## config.mk

```make
export PLATFORM = sky130hd
export DESIGN_NAME = gvqa_fifo
export DESIGN_NICKNAME = d
export VERILOG_FILES = /design/src/hdl/gvqa_fifo.sv
export SDC_FILE = /design/constraint.sdc
export NUM_CORES = 1
export LEC_CHECK = 0
export ABC_AREA = 1
export ABC_CLOCK_PERIOD_IN_PS = 5100
export BUFFER_PORTS_ARGS = -buffer_cell sky130_fd_sc_hd__buf_2
export CAP_MARGIN = 20
export CORE_MARGIN = 4
export CORE_UTILIZATION = 60
export DETAILED_ROUTE_END_ITERATION = 10
export GPL_TIMING_DRIVEN = 0
export HOLD_SLACK_MARGIN = 0.03
export PLACE_DENSITY = 0.82
export SLEW_MARGIN = 40
export SYNTH_ARGS = -nofsm -noshare
export SYNTH_HDL_FRONTEND = slang
export SYNTH_SLANG_ARGS = --single-unit
```

## constraint.sdc

```tcl
create_clock -name clk -period 5.1 [get_ports clk]
set_input_delay 0.51 -clock clk [delete_from_list [all_inputs] [get_ports clk]]
set_output_delay 0.51 -clock clk [all_outputs]
set_load 0.05 [all_outputs]
```

## src/hdl/gvqa_fifo.sv

```systemverilog
// Short queue between the front and back parts, so each side stalls on its own.
// Depends on nothing outside itself.
`timescale 1ns / 1ps

module gvqa_fifo #(
  parameter int WIDTH = 8,
  parameter int DEPTH = 4
) (
  input  logic             clk,
  input  logic             rst,
  input  logic             push_valid,
  output logic             push_ready,
  input  logic [WIDTH-1:0] push_data,
  output logic             pop_valid,
  input  logic             pop_ready,
  output logic [WIDTH-1:0] pop_data
);

  localparam int AW = (DEPTH > 1) ? $clog2(DEPTH) : 1;
  localparam int NW = $clog2(DEPTH + 1);

  logic [WIDTH-1:0] mem [DEPTH];
  logic [AW-1:0]    wr_ptr, rd_ptr;
  logic [NW-1:0]    fill;
  logic             push, pop;

  assign push_ready = fill != NW'(DEPTH);
  assign pop_valid  = fill != '0;
  assign push       = push_valid && push_ready;
  assign pop        = pop_valid && pop_ready;
  assign pop_data   = mem[rd_ptr];

  // Storage
  always_ff @(posedge clk) begin
    if (push) begin
      mem[wr_ptr] <= push_data;
    end
  end

  // Pointers and fill level
  always_ff @(posedge clk) begin
    if (rst) begin
      wr_ptr <= '0;
      rd_ptr <= '0;
      fill   <= '0;
    end else begin
      if (push) begin
        wr_ptr <= (wr_ptr == AW'(DEPTH - 1)) ? '0 : wr_ptr + AW'(1);
      end
      if (pop) begin
        rd_ptr <= (rd_ptr == AW'(DEPTH - 1)) ? '0 : rd_ptr + AW'(1);
      end
      if (push && !pop) begin
        fill <= fill + NW'(1);
      end else if (pop && !push) begin
        fill <= fill - NW'(1);
      end
    end
  end

endmodule

```

# Yosys cells after proc, flatten, opt, wreduce, memory -nomap -nowiden
# Memories as Yosys holds them, arrays and structs flattened. A register that Yosys moved wholly into a read port is not among the register bits.
# Cells that the tools add are included.
# word_totals
ram_bits,32
wordCells,27
out_inout_bits,10
regBits,7
mem_count,1
# memory_table
memory,words,width,read_ports,rd_ports_with_merged_regs,wr,line_no,source
mem,4,8,1,1,1,22,logic [WIDTH-1:0] mem [DEPTH];
# classes
n_eq_ne,3
addsub,4
muxes,8
reduce_logical,8
# ops
operator,count
$mux 2,4
$mux 3,2
$add 2x1->2 const B,2
$eq 2x2->1 const B,2
$logic_and 1x1->1,4
$add 3x1->3 const B,1
$ne 3x3->1 const B,1
$reduce_bool 3->1,1
$sub 3x1->3 const B,1
$logic_not 1->1,2
$mux 1,2
$reduce_bool 2->1,1

# Logic depth before layout (Yosys ltp)
# logic_depth
depth_word,6
ltp_mapped,13
ltp_nobuf,13

# Worst setup path before layout
# OpenSTA, ideal clock, no wires.
# synth_timing
path_kind,register -> output
from,register (tool-made name)
to,output pop_data[6]
path_buffers,1
t_required_ps,4590
path_slack_ps,3184
path_stages_with_launch,4
t_arrival_ps,1406
cell_sequence,dfxtp_1 > buf_6 > o21ai_1 > o22ai_1
# synth_rtl
element,line_no,source
to (decl),16,output logic [WIDTH-1:0] pop_data

==> results_dict.tcl <==
set metrics [dict create \
    fin_cells 205 \
    clk_latency_ps 350 \
    worstSetupStartpointType "flop" \
    cap_viol_max_count 0 \
    place.detailed.hpwl_mm 2.08 \
    port_buffers 21 \
    synthCells 145 \
    grt-ovfl-total 0 \
    yosysSeqAreaShare 0.673 \
    avgRoutedWirePerCell_um 14.3 \
    drive_gt1_frac 0.224 \
    post-route-drc-count 0 \
    clk_pin_slew_ps 120 \
    cp_slowest_stage_delay_ps 420 \
    power_density_nw_per_um2 564 \
    p_int_mw 0.605 \
    ys_types 20 \
    place_congestion 0.708 \
    ir_drop_mv 0.450 \
    insertedDiodeCount 0 \
    viasPerCell 5.27 \
    fin_worst_skew_ps 15.0 \
    fin_crit_ps 2120 \
    regArea_um2 1140 \
    final.period_utilization 0.416 \
    final_area_um2 1900 \
    grt_pass1_vias 1066 \
    dieArea_um2 3740 \
    fp.coreArea_um2 2730 \
    detail_route.first_pass.iterations 4 \
    path_buf_inv 2 \
    start_util 0.621 \
    fill_cells 199 \
    arrival_ps 1610 \
    drt_iter0_drc 48 \
    placed_area_um2 1840 \
    grt_start_max_net_pins 13 \
    vias 1081 \
    dp_cells 197 \
    cts.sinks 41 \
    required_ps 4590 \
    avgSynthCellArea_um2 11.7 \
    ys_seq_elements 41 \
    p_leak_nw 0.763 \
    slew_headroom 0.500 \
    synth_top_cell_by_area "edfxtp_1" \
    switching_share 0.436 \
    tightest_slew_ps 747 \
    grt_pass1_wl_mm 4.57 \
    area_delta_synth_final_pct 12.2 \
    ant_nets 0 \
    netSwitchingPower_mw 0.469 \
    antenna_found_initial 0 \
    post-place-ws_ps 3200 \
    cts-resized-gates 0 \
    p_comb_frac 0.429 \
    cts_buffers 5 \
    cts-root-buf "clkbuf_4" \
    multi_input_area_um2 475 \
    r2r_slack_ps 3210 \
    path_class "flop to output port" \
    layout_setup_ws_ps 2980 \
    pin_count 22 \
    synthesis.area_um2 1700 \
    drt_wl_total_mm 2.93 \
    hold_viol 0 \
    sequentialPowerShare 0.421 \
    critPathMaxFanout 9 \
    ctsHoldBuffers 0 \
    pwr-share-clk 0.150 \
    grt.total_usage 0.179 \
    crit_family "buffers and inverters" \
    yosysWarnings 0 \
    synthesis.nets 164 \
    post-cts-setup-buffer-count 0 \
    tns_ps 0 \
    cts_tree "yes" \
    clock_path_buffers 2 \
    core.rowCount 19 \
    rsz0062_at_grt "false" \
    synthTopCellsByArea "edfxtp_1, dfxtp_1, nor2_1" \
    outcome "complete, no violations" \
    h-tree-depth 2 \
    finalMaxSlewViolations 0 \
    fmax_mhz 472 \
    cp-end-kind "output port" \
    synth_top_area_share 0.566 \
    slowest_stage "dfxtp_1" \
    hp-class "input pin to flop" \
    fin_hold_ws_ps 331 \
    die_h_um 61.2 \
    die-width_um 61.2 \
    crit_chain "inv_1 > o21ai_0 > o22ai_1 > buf_2" \
    finalSetupViolCount 0 \
    nets 192 \
]
-- sequential cells by signal (all words and copies together) (netlist names), named ones only --
| signal | count |
|---|---|
| mem | 32 |
| fill | 3 |
| rd_ptr | 2 |
| wr_ptr | 2 |
-- Yosys cell counts, drive strengths merged --
library cell,instances
nor2,33
edfxtp,32
o21ai,17
inv,16
nand2,14
dfxtp,9
o22ai,8
ha,6
a21oi,2
buf,2
nand3b,2
fa,1
nand3,1
nand4,1
xor2,1
-- kinds of logic (layout without fill, tap and decap cells) --
kind of cell / Yosys count / count (layout) / synth area share
DFF: 41 / 41 / 0.673
xor gates and xnor gates: 1 / 1 / 0.00516
buffers and inverters: 18 / 47 / 0.0487
AOI/OAI and AO/OA: 27 / 27 / 0.0922
and+or+nand+nor: 51 / 51 / 0.125
adders and majority gates: 7 / 7 / 0.0560
-- stage by stage --
| stage | util | power, mW |
|---|---|---|
| after floorplan | - | 0.810 |
| after global placement | 0.673 | 0.902 |
| after detailed placement | 0.673 | 0.919 |
| after CTS | 0.695 | 1.08 |
| after global routing | 0.696 | 1.14 |
| final | 0.696 | 1.07 |
-- path summary, 6_finish.rpt --
path,cells after the start,from,end
worst max-delay path,4,flop,pop_data[1]
worst min-delay path,2,rst,fill[0]
worst max register to register,9,fill[1],fill[1]
worst min register to register,2,wr_ptr[1],wr_ptr[1]
-- per-layer routing --
layer  GRT usage  wire length (µm)  up-vias
met5           0                 0        -
met4      0.0650                 0        0
met3      0.0692               137        0
met2       0.320              1630       20
met1       0.190              1160      504
li1            -                 -      557
-- layout by cell type (no fill, tap or decap) --
master / count
inv_2: 1
clkbuf_8: 1
nor2_2: 2
nand2_1: 11
o21ai_2: 3
clkbuf_4: 5
a21oi_1: 2
nand3b_1: 2
inv_1: 15
buf_6: 2
clkinv_1: 1
edfxtp_1: 32
o21ai_1: 1
nand3_1: 1
fa_1: 1
dfxtp_1: 9
nor2_1: 31
xor2_1: 1
nand4_1: 1
o22ai_1: 8
clkinv_2: 1
nand2_2: 3
buf_2: 21
o21ai_0: 13
ha_1: 6
-- power by group through the flow --
stage	logic, mW	registers [mW]	clock network [mW]
floorplan	0.361	0.449	0
global placement	0.445	0.457	0
detailed placement	0.458	0.461	0
CTS	0.463	0.453	0.164
global route	0.505	0.458	0.179
finish	0.460	0.452	0.161
-- final cells by class --
cell class,instances,area share
well taps,31,0.0204
repair buffers,21,0.0552
flip-flops and latches,41,0.600
clock inverters,2,0.00460
multi-input cells,86,0.250
inverters,16,0.0316
plain buffers,2,0.0118
clock buffers,6,0.0270
Note: power is estimated with default switching activity, not from simulation.
