===== config.mk =====
export PLATFORM = sky130hd
export DESIGN_NAME = gvqa_back
export DESIGN_NICKNAME = d
export VERILOG_FILES = /design/src/hdl/gvqa_pkg.sv /design/src/hdl/gvqa_back.sv
export SDC_FILE = /design/constraint.sdc
export NUM_CORES = 2
export LEC_CHECK = 0
export ABC_CLOCK_PERIOD_IN_PS = 31900
export BUFFER_PORTS_ARGS = -buffer_cell sky130_fd_sc_hd__buf_2
export CAP_MARGIN = 20
export CORE_ASPECT_RATIO = 0.7
export CORE_MARGIN = 5
export CORE_UTILIZATION = 45
export CTS_CLUSTER_DIAMETER = 200
export DETAILED_ROUTE_END_ITERATION = 8
export PLACE_DENSITY = 0.59
export SYNTH_ARGS = -nofsm -noshare
export SYNTH_HDL_FRONTEND = slang
export SYNTH_SLANG_ARGS = --single-unit

===== constraint.sdc =====
create_clock -name clk -period 31.9 [get_ports clk]
set_input_delay 1.595 -clock clk [delete_from_list [all_inputs] [get_ports clk]]
set_output_delay 1.595 -clock clk [all_outputs]
set_load 0.02 [all_outputs]

===== src/hdl/gvqa_pkg.sv =====
// Shared types, constants and the GLL weight table for the volume quadrature accumulator.
// No dependencies; every other file but gvqa_fifo refers to it by scoped names.
`timescale 1ns / 1ps

package gvqa_pkg;

  // Spectral order limits and register widths
  localparam logic [3:0] MIN_ORDER = 4'd2;
  localparam logic [3:0] MAX_ORDER = 4'd10;
  localparam int ORDER_W  = 4;
  localparam int WEIGHT_W = 32;
  localparam int CFG_IDX_W  = 2;
  localparam int CFG_DATA_W = 32;

  // Register indexes on the configuration port
  localparam logic [CFG_IDX_W-1:0] CFG_QUAD_ORDER   = 2'd0;
  localparam logic [CFG_IDX_W-1:0] CFG_COMP_COUNT   = 2'd1;
  localparam logic [CFG_IDX_W-1:0] CFG_VOLUME_SCALE = 2'd2;

  // Fixed-point formats
  localparam int ACC_W      = 64;  // Q39.24 accumulator
  localparam int TERM_W     = 58;  // magnitude of one weighted term
  localparam int MAG_PAD_W  = 48;  // widest sample magnitude
  localparam int OUT_W      = 48;  // Q31.16 result
  localparam int COMP_OUT_W = 3;
  localparam int WPROD_SHIFT    = 30;
  localparam int ACC_FRAC_SHIFT = 22;
  localparam int SCALE_SHIFT    = 24;

  // Depth of the queue between the front and back parts
  localparam int QUEUE_DEPTH = 4;

  // Per-axis GLL weights in Q1.30, first half of each row (rows are symmetric)
  localparam logic [WEIGHT_W-1:0] GLL_HALF [0:8][0:5] = '{
    '{32'd357913941, 32'd1431655765, 32'd0, 32'd0, 32'd0, 32'd0},
    '{32'd178956971, 32'd894784853, 32'd0, 32'd0, 32'd0, 32'd0},
    '{32'd107374182, 32'd584592771, 32'd763549742, 32'd0, 32'd0, 32'd0},
    '{32'd71582788, 32'd406384390, 32'd595774646, 32'd0, 32'd0, 32'd0},
    '{32'd51130563, 32'd297239705, 32'd463583073, 32'd523576966, 32'd0, 32'd0},
    '{32'd38347922, 32'd226241941, 32'd366277702, 32'd442874259, 32'd0, 32'd0},
    '{32'd29826162, 32'd177699291, 32'd294783698, 32'd371974781, 32'd398915783,
      32'd0},
    '{32'd23860929, 32'd143136218, 32'd241473092, 32'd313578444, 32'd351693141,
      32'd0},
    '{32'd19522579, 32'd117695282, 32'd200972130, 32'd266339624, 32'd308034115,
      32'd322356189}
  };

  // Control bits carried with a sample through front, queue and back
  typedef struct packed {
    logic neg;
    logic last;
  } job_flags_t;

  // Control bits carried with an accumulator through the scaling pipeline
  typedef struct packed {
    logic neg;
    logic sat;
    logic last;
  } res_flags_t;

  // Weight of point idx on one axis; order already clamped, idx within 0..order
  function automatic logic [WEIGHT_W-1:0] axis_weight(input logic [ORDER_W-1:0] order,
                                                      input logic [ORDER_W-1:0] idx);
    logic [ORDER_W-1:0] mirror;
    logic [ORDER_W-1:0] sel;
    logic [ORDER_W-1:0] row;
    mirror = order - idx;
    sel    = (mirror < idx) ? mirror : idx;
    row    = order - MIN_ORDER;
    return GLL_HALF[row][sel[2:0]];
  endfunction

endpackage


===== src/hdl/gvqa_back.sv =====
// Back part: weighted term, saturating accumulation per component, end-of-run snapshot
// and the serial read-out of the snapshot towards the scaler. Depends on gvqa_pkg.
`timescale 1ns / 1ps

module gvqa_back #(
  parameter int MAX_COMPONENTS = 8,
  parameter int SAMPLE_WIDTH   = 32
) (
  input  logic                                  clk,
  input  logic                                  rst,
  input  logic [$clog2(MAX_COMPONENTS+1)-1:0]   comp_limit,
  input  logic                                  job_valid,
  output logic                                  job_ready,
  input  logic [SAMPLE_WIDTH-1:0]               job_mag,
  input  logic [gvqa_pkg::WEIGHT_W-1:0]         job_weight,
  input  logic [((MAX_COMPONENTS > 1) ? $clog2(MAX_COMPONENTS) : 1)-1:0] job_comp,
  input  gvqa_pkg::job_flags_t                  job_flags,
  output logic                                  drn_valid,
  input  logic                                  drn_ready,
  output logic [gvqa_pkg::ACC_W-1:0]            drn_mag,
  output logic [((MAX_COMPONENTS > 1) ? $clog2(MAX_COMPONENTS) : 1)-1:0] drn_comp,
  output gvqa_pkg::res_flags_t                  drn_flags
);

  localparam int CW    = (MAX_COMPONENTS > 1) ? $clog2(MAX_COMPONENTS) : 1;
  localparam int CNT_W = $clog2(MAX_COMPONENTS + 1);
  localparam int WW    = gvqa_pkg::WEIGHT_W;
  localparam int AW    = gvqa_pkg::ACC_W;
  localparam int TW    = gvqa_pkg::TERM_W;
  localparam int MW    = gvqa_pkg::MAG_PAD_W;
  localparam int PW    = MW + WW;
  localparam logic [PW-1:0] TROUND = PW'(1) << (gvqa_pkg::ACC_FRAC_SHIFT - 1);
  localparam logic [AW-1:0] POS_CAP = {1'b0, {(AW-1){1'b1}}};
  localparam logic [AW-1:0] NEG_CAP = {1'b1, {(AW-1){1'b0}}};

  // Stage 1: partial products of magnitude and weight
  logic                 vb1;
  logic [2*WW-1:0]      plo;
  logic [MW-WW+WW-1:0]  phi;
  logic [CW-1:0]        comp1;
  gvqa_pkg::job_flags_t flags1;
  logic [MW-1:0]        mag_pad;

  // Stage 2: rounded term, ready to accumulate
  logic                 vb2;
  logic [TW-1:0]        term2;
  logic [CW-1:0]        comp2;
  gvqa_pkg::job_flags_t flags2;
  logic [PW-1:0]        prod;

  // Working accumulators and the snapshot taken at the end of a run
  logic [AW-1:0]             acc  [MAX_COMPONENTS];
  logic [MAX_COMPONENTS-1:0] acc_sat;
  logic [AW-1:0]             snap [MAX_COMPONENTS];
  logic [MAX_COMPONENTS-1:0] snap_sat;
  logic                      busy;
  logic [CW-1:0]             drn_idx;
  logic [CNT_W-1:0]          drn_count;

  logic          ready_b1, ready_b2, ready_d, commit, drn_last, drn_take;
  logic [AW-1:0] acc_old, acc_sum, acc_new, snap_word;
  logic          ovf;

  assign ready_d   = !drn_valid || drn_ready;
  assign commit    = vb2 && !(flags2.last && busy);
  assign ready_b2  = !vb2 || commit;
  assign ready_b1  = !vb1 || ready_b2;
  assign job_ready = ready_b1;

  // Stage 1: split the magnitude so each multiplier stays 32 bits wide
  assign mag_pad = MW'(job_mag);

  always_ff @(posedge clk) begin
    if (rst) begin
      vb1 <= 1'b0;
    end else if (ready_b1) begin
      vb1 <= job_valid;
    end
  end

  always_ff @(posedge clk) begin
    if (ready_b1 && job_valid) begin
      plo    <= (2*WW)'(mag_pad[WW-1:0]) * (2*WW)'(job_weight);
      phi    <= MW'(mag_pad[MW-1:WW]) * MW'(job_weight);
      comp1  <= job_comp;
      flags1 <= job_flags;
    end
  end

  // Stage 2: join the partials and round half up to Q.24
  assign prod = {phi, {WW{1'b0}}} + PW'(plo);

  always_ff @(posedge clk) begin
    if (rst) begin
      vb2 <= 1'b0;
    end else if (ready_b2) begin
      vb2 <= vb1;
    end
  end

  always_ff @(posedge clk) begin
    if (ready_b2 && vb1) begin
      term2  <= TW'((prod + TROUND) >> gvqa_pkg::ACC_FRAC_SHIFT);
      comp2  <= comp1;
      flags2 <= flags1;
    end
  end

  // Saturating add or subtract of the term; the term itself is never negative
  always_comb begin
    acc_old = acc[comp2];
    acc_sum = flags2.neg ? acc_old - AW'(term2) : acc_old + AW'(term2);
    ovf     = flags2.neg ? (acc_old[AW-1] && !acc_sum[AW-1])
                         : (!acc_old[AW-1] && acc_sum[AW-1]);
    acc_new = acc_sum;
    if (ovf) begin
      acc_new = flags2.neg ? NEG_CAP : POS_CAP;
    end
  end

  // Accumulators: updated per term, moved to the snapshot and cleared on the last one
  always_ff @(posedge clk) begin
    if (rst) begin
      for (int c = 0; c < MAX_COMPONENTS; c++) begin
        acc[c] <= '0;
      end
      acc_sat <= '0;
    end else if (commit) begin
      if (flags2.last) begin
        for (int c = 0; c < MAX_COMPONENTS; c++) begin
          acc[c] <= '0;
        end
        acc_sat <= '0;
      end else begin
        acc[comp2]     <= acc_new;
        acc_sat[comp2] <= acc_sat[comp2] | ovf;
      end
    end
  end

  always_ff @(posedge clk) begin
    if (commit && flags2.last) begin
      for (int c = 0; c < MAX_COMPONENTS; c++) begin
        if (CW'(c) == comp2) begin
          snap[c]     <= acc_new;
          snap_sat[c] <= acc_sat[c] | ovf;
        end else begin
          snap[c]     <= acc[c];
          snap_sat[c] <= acc_sat[c];
        end
      end
    end
  end

  // Read-out of the snapshot, one component a cycle while the scaler is ready
  assign drn_take  = busy && ready_d;
  assign drn_last  = (CNT_W'(drn_idx) + CNT_W'(1)) == drn_count;
  assign snap_word = snap[drn_idx];

  always_ff @(posedge clk) begin
    if (rst) begin
      busy      <= 1'b0;
      drn_idx   <= '0;
      drn_count <= '0;
      drn_valid <= 1'b0;
    end else begin
      if (commit && flags2.last) begin
        busy      <= 1'b1;
        drn_idx   <= '0;
        drn_count <= comp_limit;
      end else if (drn_take) begin
        drn_idx <= drn_idx + CW'(1);
        if (drn_last) begin
          busy <= 1'b0;
        end
      end
      if (ready_d) begin
        drn_valid <= busy;
      end
    end
  end

  always_ff @(posedge clk) begin
    if (drn_take) begin
      drn_mag        <= snap_word[AW-1] ? (~snap_word + AW'(1)) : snap_word;
      drn_comp       <= drn_idx;
      drn_flags.neg  <= snap_word[AW-1];
      drn_flags.sat  <= snap_sat[drn_idx];
      drn_flags.last <= drn_last;
    end
  end

endmodule


Yosys cells after proc, flatten, opt, wreduce, memory -nomap -nowiden --
Memory sizes are Yosys's and may differ from the RTL's. A register that Yosys moved wholly into a read port is not among the register bits. Cells that the tools add are included.
Word-level totals: bits in registers 229, bits in latches 0, RAM bits 1024, memory bits (read-only) 0, logic and storage cells 196, memories 2
Memories:
- acc | depth 8, bits a word 64, rd ports 9, clocked after Yosys merged registers in 1, write ports 8, RTL line gvqa_back.sv:52 | logic [AW-1:0] acc [MAX_COMPONENTS];
- snap | depth 8, bits a word 64, rd ports 1, clocked after Yosys merged registers in 1, write ports 8, RTL line gvqa_back.sv:54 | logic [AW-1:0] snap [MAX_COMPONENTS];
Cells by class: $add $sub $neg 6, $mul 1, div/mod/pow operators 0, $lt $le $gt $ge 3, eq/ne operators 8, shifts and indexed selects 0, muxes and demuxes 104, bitwise gates (word level) 26, reductions and logical operators 24
Operators with widths (count):
- 2-to-1 mux 64 bit | 20
- 2-to-1 mux 1 bit | 74
- adder 64 x 22 -> 65 bit (second input constant) | 1
- adder 64 x 1 -> 64 bit (second input constant) | 1
- adder 64 x 58 -> 64 bit | 1
- multiplier 32 x 32 -> 64 bit | 1
- inverter 64 bit | 1
- OR reduction 64 bit | 1
- subtractor 64 x 58 -> 64 bit | 1
- 2-to-1 mux 63 bit | 1
- OR 1 bit | 25
- == test 3 bit (first input constant) | 4
- 2-to-1 mux 3 bit | 4
- logical AND 1 bit | 9
- bitwise mux 8 bit | 1
- less-than comparator 3 x 4 -> 1 bit (second input constant) | 2
- 2-to-1 mux 8 bit | 1
- binary-select mux 1 bit (select 3 bit) | 2
- == test 2 x 3 -> 1 bit (first input constant) | 2
- logical NOT 1 bit | 6
- adder 3 x 1 -> 4 bit (second input constant) | 1
- == test 4 bit | 1
- nonzero test 2 bit | 2
- adder 3 x 1 -> 3 bit (second input constant) | 1
- 7 further kinds | 9

Logic depth before layout (Yosys ltp) --
word-level depth 8, gate-level depth with buffers 29, depth with buffers taken out 28

Worst setup path after synthesis --
No wires, ideal clock.
kind register -> register, from register flags2[0] in the netlist's numbering, to memory acc[7][0] in the netlist's numbering, enable pin, setup time 577 ps, arrival time 18474 ps, setup slack 12849 ps, cell stages (with the launch flop) 9, buffers on the path 2, clock period less this slack 19051 ps, cells stage by stage edfxtp_1 nand2_1 and2_1 clkbuf_1 nand2_1 clkinv_1 clkbuf_1 nor2_1 o21ai_0
RTL lines:
- from (decl) | RTL line gvqa_back.sv:48 | gvqa_pkg::job_flags_t flags2;
- from (signal assigned) | RTL line gvqa_back.sv:105 | flags2 <= flags1;
- to (decl) | RTL line gvqa_back.sv:52

Worst setup path after layout --
from input job_weight[4] in the netlist's numbering, to register plo[62], data pin
On the way: longest elaborated chain between the ends 1
RTL lines:
- from (decl) | RTL line gvqa_back.sv:15 | input logic [gvqa_pkg::WEIGHT_W-1:0] job_weight,
- multiplier 32 x 32 -> 64 bit | RTL line gvqa_back.sv:83 | plo <= (2*WW)'(mag_pad[WW-1:0]) * (2*WW)'(job_weight);
- to (signal assigned) | RTL line gvqa_back.sv:83
- to (decl) | RTL line gvqa_back.sv:38 | logic [2*WW-1:0] plo;
No other way between the ends. A chain may end at the register's enable or synchronous reset.

==> flow_summary.ini <==
[clocking]
cts.root.buffer_cell = clkbuf_16
ctsHoldBuffers = 0
clockBufferDepth = 3
cts_buffers = 135
clock_sinks = 1223
tritoncts = yes
htreeDepth = 4
clkLatencyLatePin_ps = 790
post_cts_buffers = 0
clkTransAtPathRegs_ps = 60
cts_resized = 0

[sta]
setup_tns_ps = 0
finalHoldViolations = 0
hold_slack_ps = 420
clock_skew_ps = 33.2
min_period_ps = 9540
relSlewSlack_pct = 14.5
worstMarginPinSlew_ps = 1250
timing.final.crit_share_pct = 29.9
setup_viol = 0
finalMaxSlewViolations = 0
fmax_mhz = 105
rsz0062_at_grt = false

[global_route]
antenna_found_initial = 8
gr-total-overflow = 0
grtUsageTotal_pct = 26.8
grt_pass1_vias = 65132
grt_max_degree = 163
grt_pass1_wl_mm = 434

[synthesis]
synth_edf_count = 1198
yosysTopAreaCell = edfxtp_1
synth_nets = 9694
ys_ff_latch = 1223
avgSynthCellArea_um2 = 11.1
yosys-top-cells-count = 1198 x edfxtp_1, 1124 x nor2_1, 942 x inv_1, 896 x fa_1, 681 x a21oi_1
synth-main-ff-cell = edfxtp_1
yosysTopAreaCellShare_pct = 38.7
ys_seq_area_share_pct = 39.3
yosysMostFrequentCell = edfxtp_1
ys_types = 97
synth.top_cells.by_area = edfxtp_1 39%, fa_1 19%, mux4_2 6.2%
synth_cells = 8394
syn_area_um2 = 92900
synth_warnings = 0
synth_async_sr_flop_share_pct = 0

[final_layout]
fin_nets = 9492
final_cells = 11045
fillers = 18560
final_util_pct = 48.7
drive_above_1_share_pct = 11.0
syn2layout_area_growth_pct = 7.51

[routing]
antenna_left = 0
num_vias = 64213
dr.pass1.iters = 6
drt-initial-drc-count = 7666
vias_per_cell = 5.81
drc_errors = 0
routed_wl_mm = 290
wire_per_inst_um = 26.2

[floorplan]
rows = 139
initial_utilization_pct = 45.3
die-area_um2 = 216000
dieHeight_um = 390
fp.dieW_um = 553
io_pins = 149
core_um2 = 205000

[setup_path]
worstPathArrival_ps = 10040
crit_type = input pin to flip-flop
cp-end-kind = flip-flop
cp.required_ps = 32410
startpoint_type = input pin
path_max_fanout = 32

[placement]
placed_cells = 10804
hpwl_mm = 189
io_buffer_count = 148
place.gp.congestion = 0.916

[outcome]
status = finished, final reports clean

[job]
cap_violations = 0

[hold_path]
min-delay-path-class = flip-flop to flip-flop
## cells in the final DEF, fill, tap and decap left out, types with 20 or more instances in the layout
cell type and n:
edfxtp_1 1198, nor2_1 1123, inv_1 934, fa_1 896
a21oi_1 681, and2_1 629, nand2_1 601, ha_1 327
mux4_2 257, xnor2_1 163, buf_2 148, clkbuf_16 137
o21ai_0 108, mux2_2 91, xor2_1 86, buf_4 86
nand4_1 61, nor3_1 60, a21o_1 60, mux2i_1 57
a21oi_2 54, nand3_1 43, clkinv_1 28, nor2b_1 26
o21bai_1 26, clkbuf_1 25, clkinv_2 24, a31oi_1 20
o31ai_1 20
## layer usage
metal  wire [um]  part of all wire [%]  vias to the layer above  global-route usage [%]
met5          13                0.0045                        -                       0
met3       32500                    11                      356                    5.93
li1            -                     -                    27603                       -
met4        5660                   2.0                        2                    5.56
met2      127000                    44                     3390                    40.2
met1      125000                    43                    32862                    40.2
## per-stage QoR
step / worst slack [ps] / instance area, um2
3_5_place_dp: 21670 / 95700
3_3_place_gp: 21730 / 95700
2_1_floorplan: 12850 / 92900
5_1_grt: 21960 / 99900
4_1_cts: 22510 / 99900
6_report: 22370 / 99900
## sequential cells by signal, summed over array words and instances (netlist names), 4 cells and up, named ones only
| name | flops |
|---|---|
| acc | 512 |
| snap_sat | 8 |
| acc_sat | 8 |
| drn_mag | 64 |
| term2 | 43 |
| drn_count | 4 |
| plo | 43 |
| snap | 512 |
## critical path, cell delays in order
cell and delay (ps):
buf_2 620, and2_1 250, fa_1 420, inv_1 90, fa_1 440, fa_1 540, fa_1 610, inv_1 70
fa_1 500, inv_1 60, fa_1 530, inv_1 50, fa_1 470, inv_1 50, fa_1 480, inv_1 50
ha_1 300, a21oi_1 140, o21ai_0 130, a221oi_1 440, o311ai_0 300, nand2_1 290, o2bb2ai_1 180, a211o_1 340
a221oi_2 670, o21ai_0 240, xor2_1 180
## final cells by class
class                           instances  area, um2  area share [%]
Timing Repair Buffer                  236       1430            1.43
Sequential cell                      1223      36500            36.5
Antenna cell                            2       5.00         0.00501
Inverter                              944       3590            3.59
Clock buffer                          162       3520            3.53
Tap cell                             2749       3440            3.44
Multi-Input combinational cell       5652      50700            50.8
Clock inverter                         77        688           0.689
## path summary, 6_finish.rpt
kind | slack, ps | endpoint | depth (start not counted) | from
worst max-delay path | 22370 | plo[62]$_DFFE_PP_ | 27 | job_weight[4]
worst min-delay path | 420 | flags2[1]$_DFFE_PP_ | 0 | flags1[1]$_DFFE_PP_
worst max register to register | 23420 | snap[4][58]$_DFFE_PP_ | 16 | flip-flop
worst min register to register | 420 | flags2[1]$_DFFE_PP_ | 0 | flags1[1]$_DFFE_PP_
## kinds of logic (layout without fill, tap and decap cells)
kind of cell,count (synthesis),in the layout,synth area share [%]
muxes,409,409,8.01
adders and majority gates,1223,1223,23.7
and+or+nand+nor,2668,2668,13.3
other,0,2,0
DFF,1223,1223,39.3
AOI/OAI and AO/OA,1103,1103,6.99
xor gates and xnor gates,249,249,2.35
buffers and inverters,1519,1419,6.36
Power is not shown: default switching activity piles up to over one toggle a cycle in this logic, so the estimate is an artifact.
